`src/rtl/dtsp_pkg.sv`:
```
package dtsp_pkg;

  // Record kinds of the result channel
  typedef enum logic [2:0] {
    KIND_CONTENT   = 3'd0,
    KIND_SCHEDULE  = 3'd1,
    KIND_DESC_HDR  = 3'd2,
    KIND_DESC_DATA = 3'd3,
    KIND_TRUNC     = 3'd4
  } kind_e;

  // Number of id bytes ahead of the content count
  localparam logic [2:0] IdBytes = 3'd6;
  // Last byte index of an 8-byte header or schedule group
  localparam logic [2:0] GroupLast = 3'd7;
  // Mask that keeps whole 8-byte schedule groups
  localparam logic [11:0] SchedGroupMask = 12'hFF8;

  typedef struct packed {
    logic [7:0] payload_byte;
    logic       section_end;
  } in_t;

  typedef struct packed {
    kind_e       record_kind;
    logic [3:0]  group_id;
    logic [11:0] target_version;
    logic [11:0] new_version;
    logic [1:0]  download_level;
    logic [1:0]  version_indicator;
    logic [3:0]  timeshift_info;
    logic [39:0] start_time;
    logic [23:0] duration;
    logic [7:0]  tag_or_byte;
    logic [7:0]  descriptor_length;
    logic        descriptor_fits;
  } out_t;

endpackage

```
`src/rtl/dtsp_in_if.sv`:
```
interface dtsp_in_if;
  logic          valid;
  logic          ready;
  dtsp_pkg::in_t payload;

  modport source(output valid, output payload, input ready);
  modport sink(input valid, input payload, output ready);
endinterface

```
`src/rtl/dtsp_out_if.sv`:
```
interface dtsp_out_if;
  logic           valid;
  logic           ready;
  dtsp_pkg::out_t payload;

  modport source(output valid, output payload, input ready);
  modport sink(input valid, input payload, output ready);
endinterface

```
`src/rtl/download_table_section_parser_unit.sv`:
```
// Byte-serial parser for the content loop of a download table section. One payload
// byte is taken per request, every cycle if the result side keeps up; a byte that
// produces a record presents it on rsp_o in the cycle after it is taken, from a
// single output register. The parser state machine and the record fields are
// updated with each accepted byte, so the rate is one byte per clock; req_i.ready
// drops only while a finished record waits in the output register and rsp_o.ready
// is low. A byte flagged section_end returns the parser to its start state.
module download_table_section_parser_unit (
  input logic         clk_i,
  input logic         rst_ni,
  dtsp_in_if.sink     req_i,
  dtsp_out_if.source  rsp_o
);

  typedef enum logic [2:0] {
    PH_IDS    = 3'd0,
    PH_HEADER = 3'd1,
    PH_SCHED  = 3'd2,
    PH_TAG    = 3'd3,
    PH_LEN    = 3'd4,
    PH_DATA   = 3'd5,
    PH_DONE   = 3'd6
  } phase_e;

  typedef struct packed {
    phase_e     phase;
    logic [7:0] contents;
    logic [2:0] pos;
  } advance_t;

  phase_e         phase_q, phase_d;
  logic [2:0]     pos_q, pos_d;
  logic [7:0]     contents_q, contents_d;
  logic [63:0]    gather_q, gather_d;
  logic [11:0]    crl_q, crl_d;
  logic [11:0]    srl_q, srl_d;
  logic [12:0]    rc_q, rc_d;
  logic [7:0]     dbl_q, dbl_d;
  logic           kept_q, kept_d;
  logic           out_valid_q;
  dtsp_pkg::out_t out_q;
  dtsp_pkg::out_t rec;
  logic           emit;
  logic           accept;
  logic [7:0]     b;
  logic [63:0]    shifted;
  logic           fits;
  advance_t       adv;

  // Close a content: count down and go to the next header or finish
  function automatic advance_t content_done(logic [7:0] contents);
    advance_t r;
    r.contents = contents - 8'd1;
    r.pos      = 3'd0;
    r.phase    = (r.contents != 8'd0) ? PH_HEADER : PH_DONE;
    return r;
  endfunction

  // Another descriptor if two bytes of the content region remain
  function automatic advance_t after_desc(logic [12:0] rc, logic [11:0] crl,
                                          logic [7:0] contents, logic [2:0] pos);
    advance_t r;
    if ({1'b0, rc} + 14'd2 <= {2'b0, crl}) begin
      r.phase    = PH_TAG;
      r.contents = contents;
      r.pos      = pos;
    end else begin
      r = content_done(contents);
    end
    return r;
  endfunction

  // Stay in the schedule region until it is consumed
  function automatic advance_t region_next(logic [12:0] rc, logic [11:0] srl,
                                           logic [11:0] crl, logic [7:0] contents,
                                           logic [2:0] pos);
    advance_t r;
    if (rc < {1'b0, srl}) begin
      r.phase    = PH_SCHED;
      r.contents = contents;
      r.pos      = pos;
    end else begin
      r = after_desc(rc, crl, contents, pos);
    end
    return r;
  endfunction

  assign accept      = req_i.valid && req_i.ready;
  assign req_i.ready = !out_valid_q || rsp_o.ready;
  assign b           = req_i.payload.payload_byte;
  assign shifted     = {gather_q[55:0], b};
  assign fits        = ({1'b0, rc_q} + 14'd1 + {6'b0, b}) <= {2'b0, crl_q};

  // Parse one byte
  always_comb begin
    phase_d    = phase_q;
    pos_d      = pos_q;
    contents_d = contents_q;
    gather_d   = gather_q;
    crl_d      = crl_q;
    srl_d      = srl_q;
    rc_d       = rc_q;
    dbl_d      = dbl_q;
    kept_d     = kept_q;
    rec        = '0;
    emit       = 1'b0;
    adv        = '{phase: phase_q, contents: contents_q, pos: pos_q};
    case (phase_q)
      PH_IDS: begin
        if (pos_q >= dtsp_pkg::IdBytes) begin
          contents_d = b;
          pos_d      = 3'd0;
          phase_d    = (b != 8'd0) ? PH_HEADER : PH_DONE;
        end else begin
          pos_d = pos_q + 3'd1;
        end
      end
      PH_HEADER: begin
        gather_d = shifted;
        if (pos_q == dtsp_pkg::GroupLast) begin
          rec.record_kind       = dtsp_pkg::KIND_CONTENT;
          rec.group_id          = shifted[63:60];
          rec.target_version    = shifted[59:48];
          rec.new_version       = {shifted[47:40], shifted[39:36]};
          rec.download_level    = shifted[35:34];
          rec.version_indicator = shifted[33:32];
          rec.timeshift_info    = shifted[3:0];
          emit                  = 1'b1;
          crl_d                 = {shifted[31:24], shifted[23:20]};
          srl_d                 = {shifted[15:8], shifted[7:4]};
          rc_d                  = '0;
          adv        = region_next(13'd0, srl_d, crl_d, contents_q, 3'd0);
          phase_d    = adv.phase;
          contents_d = adv.contents;
          pos_d      = adv.pos;
        end else begin
          pos_d = pos_q + 3'd1;
        end
      end
      PH_SCHED: begin
        pos_d = pos_q;
        if (rc_q < {1'b0, srl_q & dtsp_pkg::SchedGroupMask}) begin
          gather_d = shifted;
          if (pos_q == dtsp_pkg::GroupLast) begin
            rec.record_kind = dtsp_pkg::KIND_SCHEDULE;
            rec.start_time  = shifted[63:24];
            rec.duration    = shifted[23:0];
            emit            = 1'b1;
          end
          pos_d = pos_q + 3'd1;
        end
        rc_d       = rc_q + 13'd1;
        adv        = region_next(rc_d, srl_q, crl_q, contents_q, pos_d);
        phase_d    = adv.phase;
        contents_d = adv.contents;
        pos_d      = adv.pos;
      end
      PH_TAG: begin
        gather_d = {56'd0, b};
        rc_d     = rc_q + 13'd1;
        phase_d  = PH_LEN;
      end
      PH_LEN: begin
        rec.record_kind       = dtsp_pkg::KIND_DESC_HDR;
        rec.tag_or_byte       = gather_q[7:0];
        rec.descriptor_length = b;
        rec.descriptor_fits   = fits;
        emit                  = 1'b1;
        rc_d                  = rc_q + 13'd1;
        dbl_d                 = b;
        kept_d                = fits;
        if (b != 8'd0) begin
          phase_d = PH_DATA;
        end else begin
          adv        = after_desc(rc_d, crl_q, contents_q, pos_q);
          phase_d    = adv.phase;
          contents_d = adv.contents;
          pos_d      = adv.pos;
        end
      end
      PH_DATA: begin
        if (kept_q) begin
          rec.record_kind     = dtsp_pkg::KIND_DESC_DATA;
          rec.tag_or_byte     = b;
          rec.descriptor_fits = 1'b1;
          emit                = 1'b1;
        end
        rc_d  = rc_q + 13'd1;
        dbl_d = dbl_q - 8'd1;
        if (dbl_d == 8'd0) begin
          adv        = after_desc(rc_d, crl_q, contents_q, pos_q);
          phase_d    = adv.phase;
          contents_d = adv.contents;
          pos_d      = adv.pos;
        end
      end
      default: begin
      end
    endcase

    // Drop back to the start state at the end of the section
    if (req_i.payload.section_end) begin
      if (phase_d != PH_DONE) begin
        rec             = '0;
        rec.record_kind = dtsp_pkg::KIND_TRUNC;
        emit            = 1'b1;
      end
      phase_d    = PH_IDS;
      pos_d      = '0;
      contents_d = '0;
      gather_d   = '0;
      crl_d      = '0;
      srl_d      = '0;
      rc_d       = '0;
      dbl_d      = '0;
      kept_d     = 1'b0;
    end
  end

  // Hold parser state; advance on each accepted request
  always_ff @(posedge clk_i or negedge rst_ni) begin
    if (!rst_ni) begin
      phase_q    <= PH_IDS;
      pos_q      <= '0;
      contents_q <= '0;
      gather_q   <= '0;
      crl_q      <= '0;
      srl_q      <= '0;
      rc_q       <= '0;
      dbl_q      <= '0;
      kept_q     <= 1'b0;
    end else if (accept) begin
      phase_q    <= phase_d;
      pos_q      <= pos_d;
      contents_q <= contents_d;
      gather_q   <= gather_d;
      crl_q      <= crl_d;
      srl_q      <= srl_d;
      rc_q       <= rc_d;
      dbl_q      <= dbl_d;
      kept_q     <= kept_d;
    end
  end

  // Output register valid
  always_ff @(posedge clk_i or negedge rst_ni) begin
    if (!rst_ni) begin
      out_valid_q <= 1'b0;
    end else if (accept) begin
      out_valid_q <= emit;
    end else if (rsp_o.ready) begin
      out_valid_q <= 1'b0;
    end
  end

  // Output register payload
  always_ff @(posedge clk_i) begin
    if (accept && emit) begin
      out_q <= rec;
    end
  end

  assign rsp_o.valid   = out_valid_q;
  assign rsp_o.payload = out_q;

endmodule

```
`src/flat_wrapper.sv`:
```
// flat-port wrapper written by rule: the top's interface ports become plain ports
module download_table_section_parser_unit_flat 
  (clk_i, rst_ni, req_i_valid, req_i_payload, req_i_ready, rsp_o_valid, rsp_o_payload, rsp_o_ready);
  dtsp_in_if req_i_i ();
  dtsp_out_if rsp_o_i ();
  input logic clk_i;
  input logic rst_ni;
  input wire logic [$bits(req_i_i.valid)-1:0] req_i_valid;
  input wire logic [$bits(req_i_i.payload)-1:0] req_i_payload;
  output wire logic [$bits(req_i_i.ready)-1:0] req_i_ready;
  output wire logic [$bits(rsp_o_i.valid)-1:0] rsp_o_valid;
  output wire logic [$bits(rsp_o_i.payload)-1:0] rsp_o_payload;
  input wire logic [$bits(rsp_o_i.ready)-1:0] rsp_o_ready;
  assign req_i_i.valid = req_i_valid;
  assign req_i_i.payload = req_i_payload;
  assign req_i_ready = req_i_i.ready;
  assign rsp_o_valid = rsp_o_i.valid;
  assign rsp_o_payload = rsp_o_i.payload;
  assign rsp_o_i.ready = rsp_o_ready;
  download_table_section_parser_unit u_core (.clk_i(clk_i), .rst_ni(rst_ni), .req_i(req_i_i), .rsp_o(rsp_o_i));
endmodule
```
`config.mk`:
```
export PLATFORM = sky130hd
export DESIGN_NAME = download_table_section_parser_unit_flat
export DESIGN_NICKNAME = d
export VERILOG_FILES = /design/src/rtl/dtsp_pkg.sv /design/src/rtl/dtsp_in_if.sv /design/src/rtl/dtsp_out_if.sv /design/src/rtl/download_table_section_parser_unit.sv /design/src/flat_wrapper.sv
export SDC_FILE = /design/constraint.sdc
export NUM_CORES = 1
export LEC_CHECK = 0
export ABC_AREA = 1
export BUFFER_PORTS_ARGS = -buffer_cell sky130_fd_sc_hd__buf_2
export CORE_MARGIN = 8
export CORE_UTILIZATION = 60
export DETAILED_ROUTE_END_ITERATION = 6
export PLACE_DENSITY = 0.81
export SYNTH_ARGS = -nofsm -noshare
export SYNTH_HDL_FRONTEND = slang
export SYNTH_SLANG_ARGS = --single-unit
```
`constraint.sdc`:
```
create_clock -name clk_i -period 17.8 [get_ports clk_i]
set_clock_uncertainty 0.15 [all_clocks]
set_input_delay 0.89 -clock clk_i [delete_from_list [all_inputs] [get_ports clk_i]]
set_output_delay 0.89 -clock clk_i [all_outputs]
set_load 0.005 [all_outputs]
```
Word level (Yosys, flattened, before mapping)
Index checks and enable logic that the tools add are counted.
- add/subtract/negate cells: 7
- order comparisons: 7
- eq/ne operators: 16
- muxes and demuxes: 65
- reduce and logical (&&, ||, !) cells: 24
- operator list (kind ; number):
    120-bit 2-to-1 mux ; 2
    64-bit 2-to-1 mux ; 3
    56-bit case mux with 3 select lines ; 1
    56-bit 2-to-1 mux ; 2
    12-bit 2-to-1 mux ; 6
    36-bit 2-to-1 mux ; 2
    14-bit 2-to-1 mux ; 5
    8-bit 2-to-1 mux ; 8
    3-bit 2-to-1 mux ; 14
    8-bit case mux with 5 select lines ; 1
    8-bit case mux with 2 select lines ; 2
    14-bit by 12-bit <= comparator with 1-bit output ; 2
    13-bit by 12-bit less-than comparator with 1-bit output ; 2
    13-bit 2-to-1 mux ; 2
    13-bit case mux with 2 select lines ; 1
    3-bit inequality test (second input constant) ; 6
    3-bit case mux with 6 select lines ; 1
    8-bit nonzero test ; 2
    8-bit by 1-bit subtractor with 8-bit output (second input constant) ; 2
    3-bit case mux with 5 select lines ; 1
    13-bit by 1-bit adder with 14-bit output (second input constant) ; 1
    13-bit by 2-bit adder with 14-bit output (second input constant) ; 1
    14-bit by 8-bit adder with 14-bit output ; 1
    13-bit by 1-bit adder with 13-bit output (second input constant) ; 1
    27 further kinds ; 50
- bits in registers: 237
- output and inout bits: 122
- word-level logic and storage cells: 141

Longest topological paths before layout
Gate-level depths: netlist of run 1.
- word-level depth: 11
- depth in mapped cells: 32

Worst setup path after synthesis of run 1
OpenSTA, ideal clock, no wires.
- path kind: register to register
- start point: register u_core.rc_q[0]
- end point: register u_core.out_q (netlist bit u_core.rsp_o.payload[0]), enable pin
- arrival: 5885 ps
- data required time: 17177 ps
- setup slack: 11291 ps
- cell stages (with the launch flop): 32
- buffers on the path: 1
- period minus slack after synthesis: 6509 ps
- path through: dfrtp_1 -> ha_1 -> xnor2_1 -> inv_1 -> ha_1 -> nand3_1 -> nor2_1 -> nand2_1 -> nor2_1 -> inv_1 -> nor2_1 -> xor2_1 -> inv_1 -> ha_1 -> nand2_1 -> nor2_1 -> a211oi_1 -> nand2_1 -> nand2_1 -> nand2_1 -> o21ai_0 -> nand2_2 -> nand2_2 -> nand2_1 -> nand2_1 -> nand3_2 -> nand3_4 -> nand2_4 -> buf_6 -> nand2_1 -> nand2_1 -> inv_1
- longest elaborated chain between the ends: 10
- RTL lines (what ; line ; RTL):
    start: declaration ; download_table_section_parser_unit.sv:37 ; logic [12:0] rc_q, rc_d;
    start signal: assignment ; download_table_section_parser_unit.sv:239 ; rc_q <= rc_d;
    13-bit by 1-bit adder with 13-bit output ; download_table_section_parser_unit.sv:152, download_table_section_parser_unit.sv:169, download_table_section_parser_unit.sv:188 ;
    13-bit by 2-bit adder with 14-bit output ; download_table_section_parser_unit.sv:63 ; if ({1'b0, rc} + 14'd2 <= {2'b0, crl}) begin
    14-bit by 12-bit <= comparator with 1-bit output ; download_table_section_parser_unit.sv:63 ;
    14-bit 2-to-1 mux ; download_table_section_parser_unit.sv:63 ;
    3-bit 2-to-1 mux (tied with other cells) ; download_table_section_parser_unit.sv:190 ; if (dbl_d == 8'd0) begin
    3-bit case mux with 6 select lines ; download_table_section_parser_unit.sv:108 ; case (phase_q)
    3-bit inequality test ; download_table_section_parser_unit.sv:203 ; if (phase_d != PH_DONE) begin
    1-bit 2-to-1 mux ; download_table_section_parser_unit.sv:203 ;
    1-bit 2-to-1 mux * ; download_table_section_parser_unit.sv:202 ; if (req_i.payload.section_end) begin
    1-bit logical AND * ; download_table_section_parser_unit.sv:258 ; if (accept && emit) begin
    end signal: assignment ; download_table_section_parser_unit.sv:259 ; out_q <= rec;
    end: declaration ; download_table_section_parser_unit.sv:41 ; dtsp_pkg::out_t out_q;
Mark *: on every way between the ends. The rest lies on a longest branch, timed or not. The select of a mux whose other input is x is not followed.
A chain may end at the register's enable or synchronous reset.

Worst setup path in the final report of run 1
- start point: register u_core.rc_q[0]
- end point: register u_core.out_q (netlist bit u_core.rsp_o.payload[6]), enable pin
The elaborated chain is that of the path after synthesis.

==> results of run 1 <==
[power breakdown]
group | switching [mW] | total [mW] | internal, mW
clock network | 0.207 | 0.532 | 0.325
logic | 0.417 | 0.608 | 0.191
registers | 0.0832 | 0.794 | 0.711
[per-layer routing]
metal / global-route usage [%] / wire [µm] / up-vias
met3: 4.37 / 2670 / 95
met5: 0 / 0 / -
li1: - / - / 4763
met2: 41.7 / 15100 / 451
met1: 32.5 / 13100 / 4781
met4: 12.5 / 1390 / 0
[kinds of logic (layout without fill, tap and decap cells)]
logic type / count (synthesis) / in the layout / share of synthesized area, %
buffers and inverters: 202 / 340 / 6.61
flip-flops: 237 / 237 / 53.7
adder cells (fa/ha/maj): 60 / 60 / 6.23
multiplexers: 1 / 1 / 0.0926
AO/OA/AOI/OAI: 199 / 199 / 9.49
AND/OR/NAND/NOR: 619 / 619 / 21.8
XOR/XNOR: 28 / 28 / 2.08
[synth_stat cells (2+ instances only)]
cell,n,area share [%]
nand2_1,272,8.4
nor2_1,178,5.5
inv_1,141,4.4
edfxtp_1,120,30
dfrtp_1,117,24
nand3_1,102,4.2
o21ai_0,93,3.8
ha_1,59,6.1
a21oi_1,42,1.7
clkbuf_1,42,1.3
nand4_1,22,1.1
xor2_1,20,1.4
nor3_1,17,0.70
o22ai_1,13,0.67
o211ai_1,12,0.74
o41ai_1,12,0.86
a22oi_1,9,0.56
nand2_2,9,0.46
xnor2_1,7,0.50
nor2_2,6,0.31
buf_6,4,0.37
clkinv_1,4,0.12
inv_2,4,0.12
o221ai_1,4,0.29
buf_4,3,0.19
o21ai_1,3,0.12
a211oi_1,2,0.12
a31oi_1,2,0.10
buf_2,2,0.082
nand3_2,2,0.16
nor2_4,2,0.19
nor3_2,2,0.16
o31ai_1,2,0.12
or2_2,2,0.10
[flip-flops by register name, indices dropped and copies added (netlist names), 8 cells and up]
register and cells:
u_core.rc_q 13, u_core.contents_q 8, u_core.dbl_q 8, u_core.rsp_o.payload 120, u_core.crl_q 12, u_core.srl_q 12, u_core.gather_q 56
[final cells by class]
class	count	area, µm²	area share, %
clock inverter	10	166	1.20
tap	270	338	2.43
clock buffer	34	679	4.89
timing repair buffer	146	763	5.50
sequential	237	6530	47.0
multi-input combinational	907	4840	34.9
inverter	150	568	4.09
[stage by stage]
step	utilization (%)	cell area, µm²
after floorplan	-	12200
after global placement	65.1	13000
after detailed placement	65.1	13000
after CTS	69.3	13900
after global routing	69.3	13900
final	69.3	13900
[worst reg2reg max path: cells and delay by family (launching register included)]
kind | cells | cell delay, ns
AO/OA/AOI/OAI | 2 | 0.37
adder cells (fa/ha/maj) | 3 | 0.77
AND/OR/NAND/NOR | 19 | 2.25
buffers and inverters | 5 | 1.45
XOR/XNOR | 2 | 0.35
flip-flops | 1 | 0.45
[worst max path at each step]
stage / startpoint / endpoint / slack, ns / cells after the start
final: u_core.rc_q[0] / u_core.rsp_o.payload[6] / 11.62 / 31
after global routing: u_core.rc_q[0] / u_core.rsp_o.payload[2] / 10.97 / 31
after CTS: u_core.rc_q[0] / u_core.rsp_o.payload[18] / 11.64 / 31
after detailed placement: u_core.rc_q[0] / u_core.rsp_o.payload[0] / 11.67 / 31
after global placement: u_core.rc_q[0] / u_core.rsp_o.payload[0] / 11.90 / 31
after floorplan: u_core.rc_q[0] / u_core.rsp_o.payload[0] / 11.29 / 31
==> metrics.md, run 1 <==
| Metric | Value |
|---|---|
| Final min period | `6.18 ns` |
| Worst slack, placed | `11.67 ns` |
| Highest-count cells in the layout ignoring fill and taps | `272 x nand2_1, 177 x nor2_1, 140 x inv_1` |
| Required time of the critical path | `17.79 ns` |
| Worst reg-to-reg setup slack | `between 10 and 15 ns` |
| Slew Limit Fails | `0` |
| Largest net degree at the start of global routing | `82` |
| Cell mode on critical path | `nand2_1` |
| VDD IR max | `76.8 µV` |
| Std-Cell Rows | `52` |
| Yosys warning count | `0` |
| Final worst-path cycle share | `34.7%` |
| Drt first pass iters | `7` |
| Setup tns final | `0 ns` |
| Syn Inst Count | `1346` |
| Syn nets | `~1400` |
| Residual DRC | `34` |
| Least-Margin Pin Slew | `1.06 ns` |
| RSZ-0062 raised after global routing | `false` |
| Final WS setup | `roughly 12 ns` |
| Critical path class | `register to register` |
| Power per standard cell area | `139 nW/µm²` |
| Cts hold-fix bufs | `0` |
| Fin cells | `1754` |
| CP endpoint kind | `register` |
| Ports | `135` |
| Detail Route Antenna Nets | `0` |
| 1st-iter DRT viols | `886` |
| Setup crit start kind | `register` |
| Seq/Total Area, Yosys | `53.7%` |
| Avg WL per Cell | `18.4 µm` |
| Core ar. | `20000 µm²` |
| Post-synthesis async set-or-reset flop share | `49.4%` |
| Final Hold Viols | `0` |
| Worst reg2reg path depth | `31` |
| Synth Cell Area | `12200 µm²` |
| Clock-pin slew on the worst setup and hold paths | `around 0.06 ns` |
| CP max FO | `81` |
| Post-CTS Setup Bufs | `0` |
| # port buffers | `approximately 130` |
| Clk_lat worst skew | `0.52 ns` |
| Post-CTS sizing | `0` |
| Number of vias in the routed layout | `10100` |
| Leakage | `about 6.1 nW` |
| Chip height | `158 µm` |
| Root Driver | `clkbuf_16` |
| Critical Path Max Stage Delay | `0.80 ns` |
| Worst reg2reg path startpoint | `u_core.rc_q[0]` |
| Final count of negative-setup-slack endpoints | `0` |
| Commonest non-fill, non-tap cell in the layout | `nand2_1` |
| Status | `finished with violations` |
| CP max stage cell | `buf_4` |
| Fmax | `162 MHz` |
| Die X | `between 150 and 200 µm` |
| Failing checks | `DRC` |
| Net total in the final layout | `1539` |
| Max cap viols | `0` |
| Library cells used by synthesis | `49` |
| Min-delay worst type | `input pin to async pin` |
| Flops & latches, synth | `237` |
| Die area | `25100 µm²` |
| Grt total ovfl | `0` |
| CTS tree | `done` |
| Vias per cell | `5.75` |
| Total track usage | `25.5%` |
| Routability cong. | `~0.96` |
| Final WL | `32200 µm` |
| Worst slew margin | `29.0%` |
| Total Power | `slightly below 2 mW` |
| Buffers and inverters on the worst path | `5` |
| Final hold slack | `0.195 ns` |
| Syn-to-layout area delta | `14.2%` |
| Layout cells sized above 1 | `14.8%` |
| Critical path arrival | `6.17 ns` |
| Starting Density | `60.7%` |
| Number of synthesized flops with an enable pin | `120` |
| Post-synth top flop | `edfxtp_1` |
| Layout fillers | `approximately 1500` |
| Diode count | `0` |
| CTS sink count | `237` |
| CP top delay family | `simple AND/OR/NAND/NOR gates` |
| Vias in the first global route | `9602` |
| Initial antenna violation count | `0` |
| CTS buffer count | `24` |
| Detailed Place HPWL | `23000 µm` |
| Worst flop-to-flop path endpoint | `u_core.rsp_o.payload[6]` |
| First-pass GRT wire length | `50000 µm` |
| DP Cell Count | `1710` |
| H-tree Lvls | `1` |
| Average cell area after synthesis | `roughly 9 µm²` |
| Clock Path Buffers | `3` |
No activity file was read; power rests on OpenSTA's default activity.
==> run 2, diff against run 1 <==
--- a/config.mk
+++ b/config.mk
@@ -5,12 +5,12 @@
 export SDC_FILE = /design/constraint.sdc
 export NUM_CORES = 1
 export LEC_CHECK = 0
-export ABC_AREA = 1
+export ABC_AREA = 0
 export BUFFER_PORTS_ARGS = -buffer_cell sky130_fd_sc_hd__buf_2
 export CORE_MARGIN = 8
-export CORE_UTILIZATION = 60
+export CORE_UTILIZATION = 54
 export DETAILED_ROUTE_END_ITERATION = 6
-export PLACE_DENSITY = 0.81
+export PLACE_DENSITY = 0.77
 export SYNTH_ARGS = -nofsm -noshare
 export SYNTH_HDL_FRONTEND = slang
 export SYNTH_SLANG_ARGS = --single-unit
==> constraint.sdc (replaced) <==
create_clock -name clk_i -period 5 [get_ports clk_i]
set_clock_uncertainty 0.15 [all_clocks]
set_input_delay 0.25 -clock clk_i [delete_from_list [all_inputs] [get_ports clk_i]]
set_output_delay 0.25 -clock clk_i [all_outputs]
set_load 0.005 [all_outputs]
==> run 2 against run 1 <==
Compared with the run above: the flow now finishes without violations; synthesized cell count is 7.7% lower; via count is 0.82% higher; sequential share of layout area is 2.1 points lower; clock-buffer cell count is 4 higher; fmax is 33% higher; worst setup slack worse by 11 ns; combinational power is 39% higher; global-route usage is 2.0 points lower; cell count is 5.0% lower; non-clock buffer count is 28 higher; register-to-register slack worse by 11 ns; critical endpoint is now u_core.rsp_o.payload[47].
==> metrics.md, run 2 <==
| Metric | Value |
|---|---|
| Syn nets | `1316` |
| Ports | `approximately 140` |
| Clk_lat worst skew | `0.54 ns` |
| Worst slew margin | `29.9%` |
| Routability cong. | `approximately 0.92` |
| Post-synth top area share | `28.7%` |
| Post-synthesis async set-or-reset flop share | `49.4%` |
| Critical path arrival | `4.84 ns` |
| CP endpoint kind | `register` |
| Syn-to-layout area delta | `15.7%` |
| VDD IR max | `355 µV` |
| Post-synth top flop | `edfxtp_1` |
| Drt first pass iters | `5` |
| Layout fillers | `roughly 1800` |
| Worst reg2reg path startpoint | `u_core.rc_q[1]` |
| Detailed Place HPWL | `23500 µm` |
| Vias in the first global route | `between 9000 and 10000` |
| Detail Route Antenna Nets | `0` |
| Chip height | `168 µm` |
| Max cap viols | `0` |
| First-pass GRT wire length | `54100 µm` |
| Critical path class | `register to register` |
| Fmax | `~220 MHz` |
| Starting Density | `55.3%` |
| Fin util | `64.0%` |
| Average cell area after synthesis | `just over 10 µm²` |
| Leakage | `6.00 nW` |
| Synth Cell Area | `12600 µm²` |
| RSZ-0062 raised after global routing | `false` |
| Setup crit start kind | `register` |
| Clock-pin slew on the worst setup and hold paths | `0.07 ns` |
| # port buffers | `134` |
| Clock Path Buffers | `3` |
| 1st-iter DRT viols | `1115` |
| Die X | `168 µm` |
| Total track usage | `23.5%` |
| CTS tree | `done` |
| Final min period | `4.65 ns` |
| CP max FO | `39` |
| Total Power | `5.12 mW` |
| Min-delay worst type | `input pin to register` |
| Crit path from | `u_core.rc_q[1]` |
| Placed inst area | `13600 µm²` |
| Final Hold Viols | `0` |
| CTS sink count | `237` |
| Number of synthesized flops with an enable pin | `120` |
| Seq/Total Area, Yosys | `52.0%` |
| Slew Limit Fails | `0` |
| Core ar. | `22700 µm²` |
| Grt total ovfl | `0` |
| Diode count | `0` |
| Final WL | `roughly 34000 µm` |
| Count leader, synth | `nand2_1` |
| Root Driver | `clkbuf_16` |
| Required time of the critical path | `5.19 ns` |
| Highest-count cells in the layout ignoring fill and taps | `202 x nand2_1, 133 x buf_2, 120 x edfxtp_1` |
| Number of vias in the routed layout | `around 10000` |
| Library cells used by synthesis | `78` |
| Die area | `28400 µm²` |
| Yosys warning count | `0` |
| Avg WL per Cell | `20.6 µm` |
| Std-Cell Rows | `55` |
| Vias per cell | `6.10` |
| Power per standard cell area | `353 nW/µm²` |
| Flops & latches, synth | `237` |
| H-tree Lvls | `1` |
| Final worst-path cycle share | `roughly 93%` |
| Setup tns final | `0 ns` |
| Max reg flops | `between 100 and 150` |
| Multi-input logic area | `5560 µm²` |
| Top post-synthesis cells by area | `edfxtp_1 29%, dfrtp_1 23%, nand2_1 6.0%` |
| Layout cells sized above 1 | `17.0%` |
| Post-Layout Inst Area | `14500 µm²` |
| Largest net degree at the start of global routing | `113` |
| Commonest non-fill, non-tap cell in the layout | `nand2_1` |
| Final count of negative-setup-slack endpoints | `0` |
| Residual DRC | `0` |
| Initial antenna violation count | `0` |
| Hold_sp | `req_i_payload[5]` |
| Syn Inst Count | `1243` |
| Top cell type by total area after synthesis | `edfxtp_1` |
| Area occupied by registers | `6530 µm²` |
| CTS buffer count | `25` |
| Status | `completed` |
| Net total in the final layout | `1436` |
| Synth cell count leaders | `202 x nand2_1, 120 x edfxtp_1, 117 x dfrtp_1, 106 x o21ai_0, 100 x nor3b_1` |
| Least-Margin Pin Slew | `1.04 ns` |
[run 2: cell count changes after synthesis, sizes merged, moves of 14 or more]
cell / change
nor2: -118
inv: -97
nor3b: +100
clkbuf: +20
nand3: -88
xnor2: +14
nand2: -80
[run 2: path summary, 6_finish.rpt]
check	depth (start not counted)	to	slack, ns
setup reg to reg	17	u_core.rsp_o.payload[47]	0.35
hold reg to reg	2	u_core.crl_q[7]	0.32
setup / recovery	17	u_core.rsp_o.payload[47]	0.35
hold / removal	3	u_core.gather_q[4]	0.02
min in group asynchronous	2	u_core.contents_q[5]	0.18
max in group asynchronous	3	u_core.crl_q[11]	3.19
[run 2: cells by family after synthesis]
kind of cell,Yosys count,share of synthesized area (%)
compound gates,261,13.2
xor+xnor,34,2.37
fa+ha+maj,60,6.04
buf+inv,131,4.17
flops,237,52.0
mux,7,0.728
simple gates,513,21.4
[run 2: report_power, final]
group,switching (mW),internal (mW)
sequential,0.173,2.20
combinational,0.506,0.340
clock,0.796,1.11
[run 2: repair_timing]
| action | CTS | global route |
|---|---|---|
| endpoints found under the setup margin | 0 | 197 |
| buffers inserted | 0 | 0 |
| hold buffers | 6 | 0 |
| gates resized for setup | 0 | 4 |
| hold endpoints to repair | 68 | 0 |
[run 2: critical path, stage by stage (launching register included)]
cell,delay (ns)
dfrtp_1,0.52
ha_2,0.34
nand3_1,0.15
buf_4,0.19
nor2_1,0.11
xnor2_1,0.15
inv_1,0.13
ha_1,0.31
nand3_1,0.08
a21boi_0,0.08
a2111oi_0,0.55
a21oi_1,0.19
or3_1,0.42
a22oi_1,0.31
a31oi_4,0.16
buf_4,0.19
buf_12,0.17
nor3b_1,0.25
[run 2: final cells by class]
cell class	count	area share, %
clock inverters	8	0.663
flip-flops and latches	237	45.0
inverters	50	1.29
well taps	285	2.45
clock buffers	38	5.20
multi-input cells	875	38.2
repair buffers	174	7.18
[run 2: per-stage QoR]
| stage | hold WS (ns) | instances | setup WS [ns] |
|---|---|---|---|
| floorplan | -0.196 | 1243 | 0.0106 |
| global placement | 0.246 | 1615 | 0.472 |
| detailed placement | 0.253 | 1615 | 0.396 |
| CTS | 0.00688 | 1667 | 0.346 |
| global route | 0.0318 | 1667 | 0.0680 |
| finish | 0.0155 | 1667 | 0.351 |
[run 2: metal layers]
| metal | vias up | share of wire [%] | GRT usage, % |
|---|---|---|---|
| met3 | 54 | 7.1 | 3.95 |
| li1 | 4728 | - | - |
| met5 | - | 0 | 0 |
| met2 | 432 | 46 | 37.9 |
| met4 | 0 | 2.4 | 5.94 |
| met1 | 4959 | 44 | 32.7 |
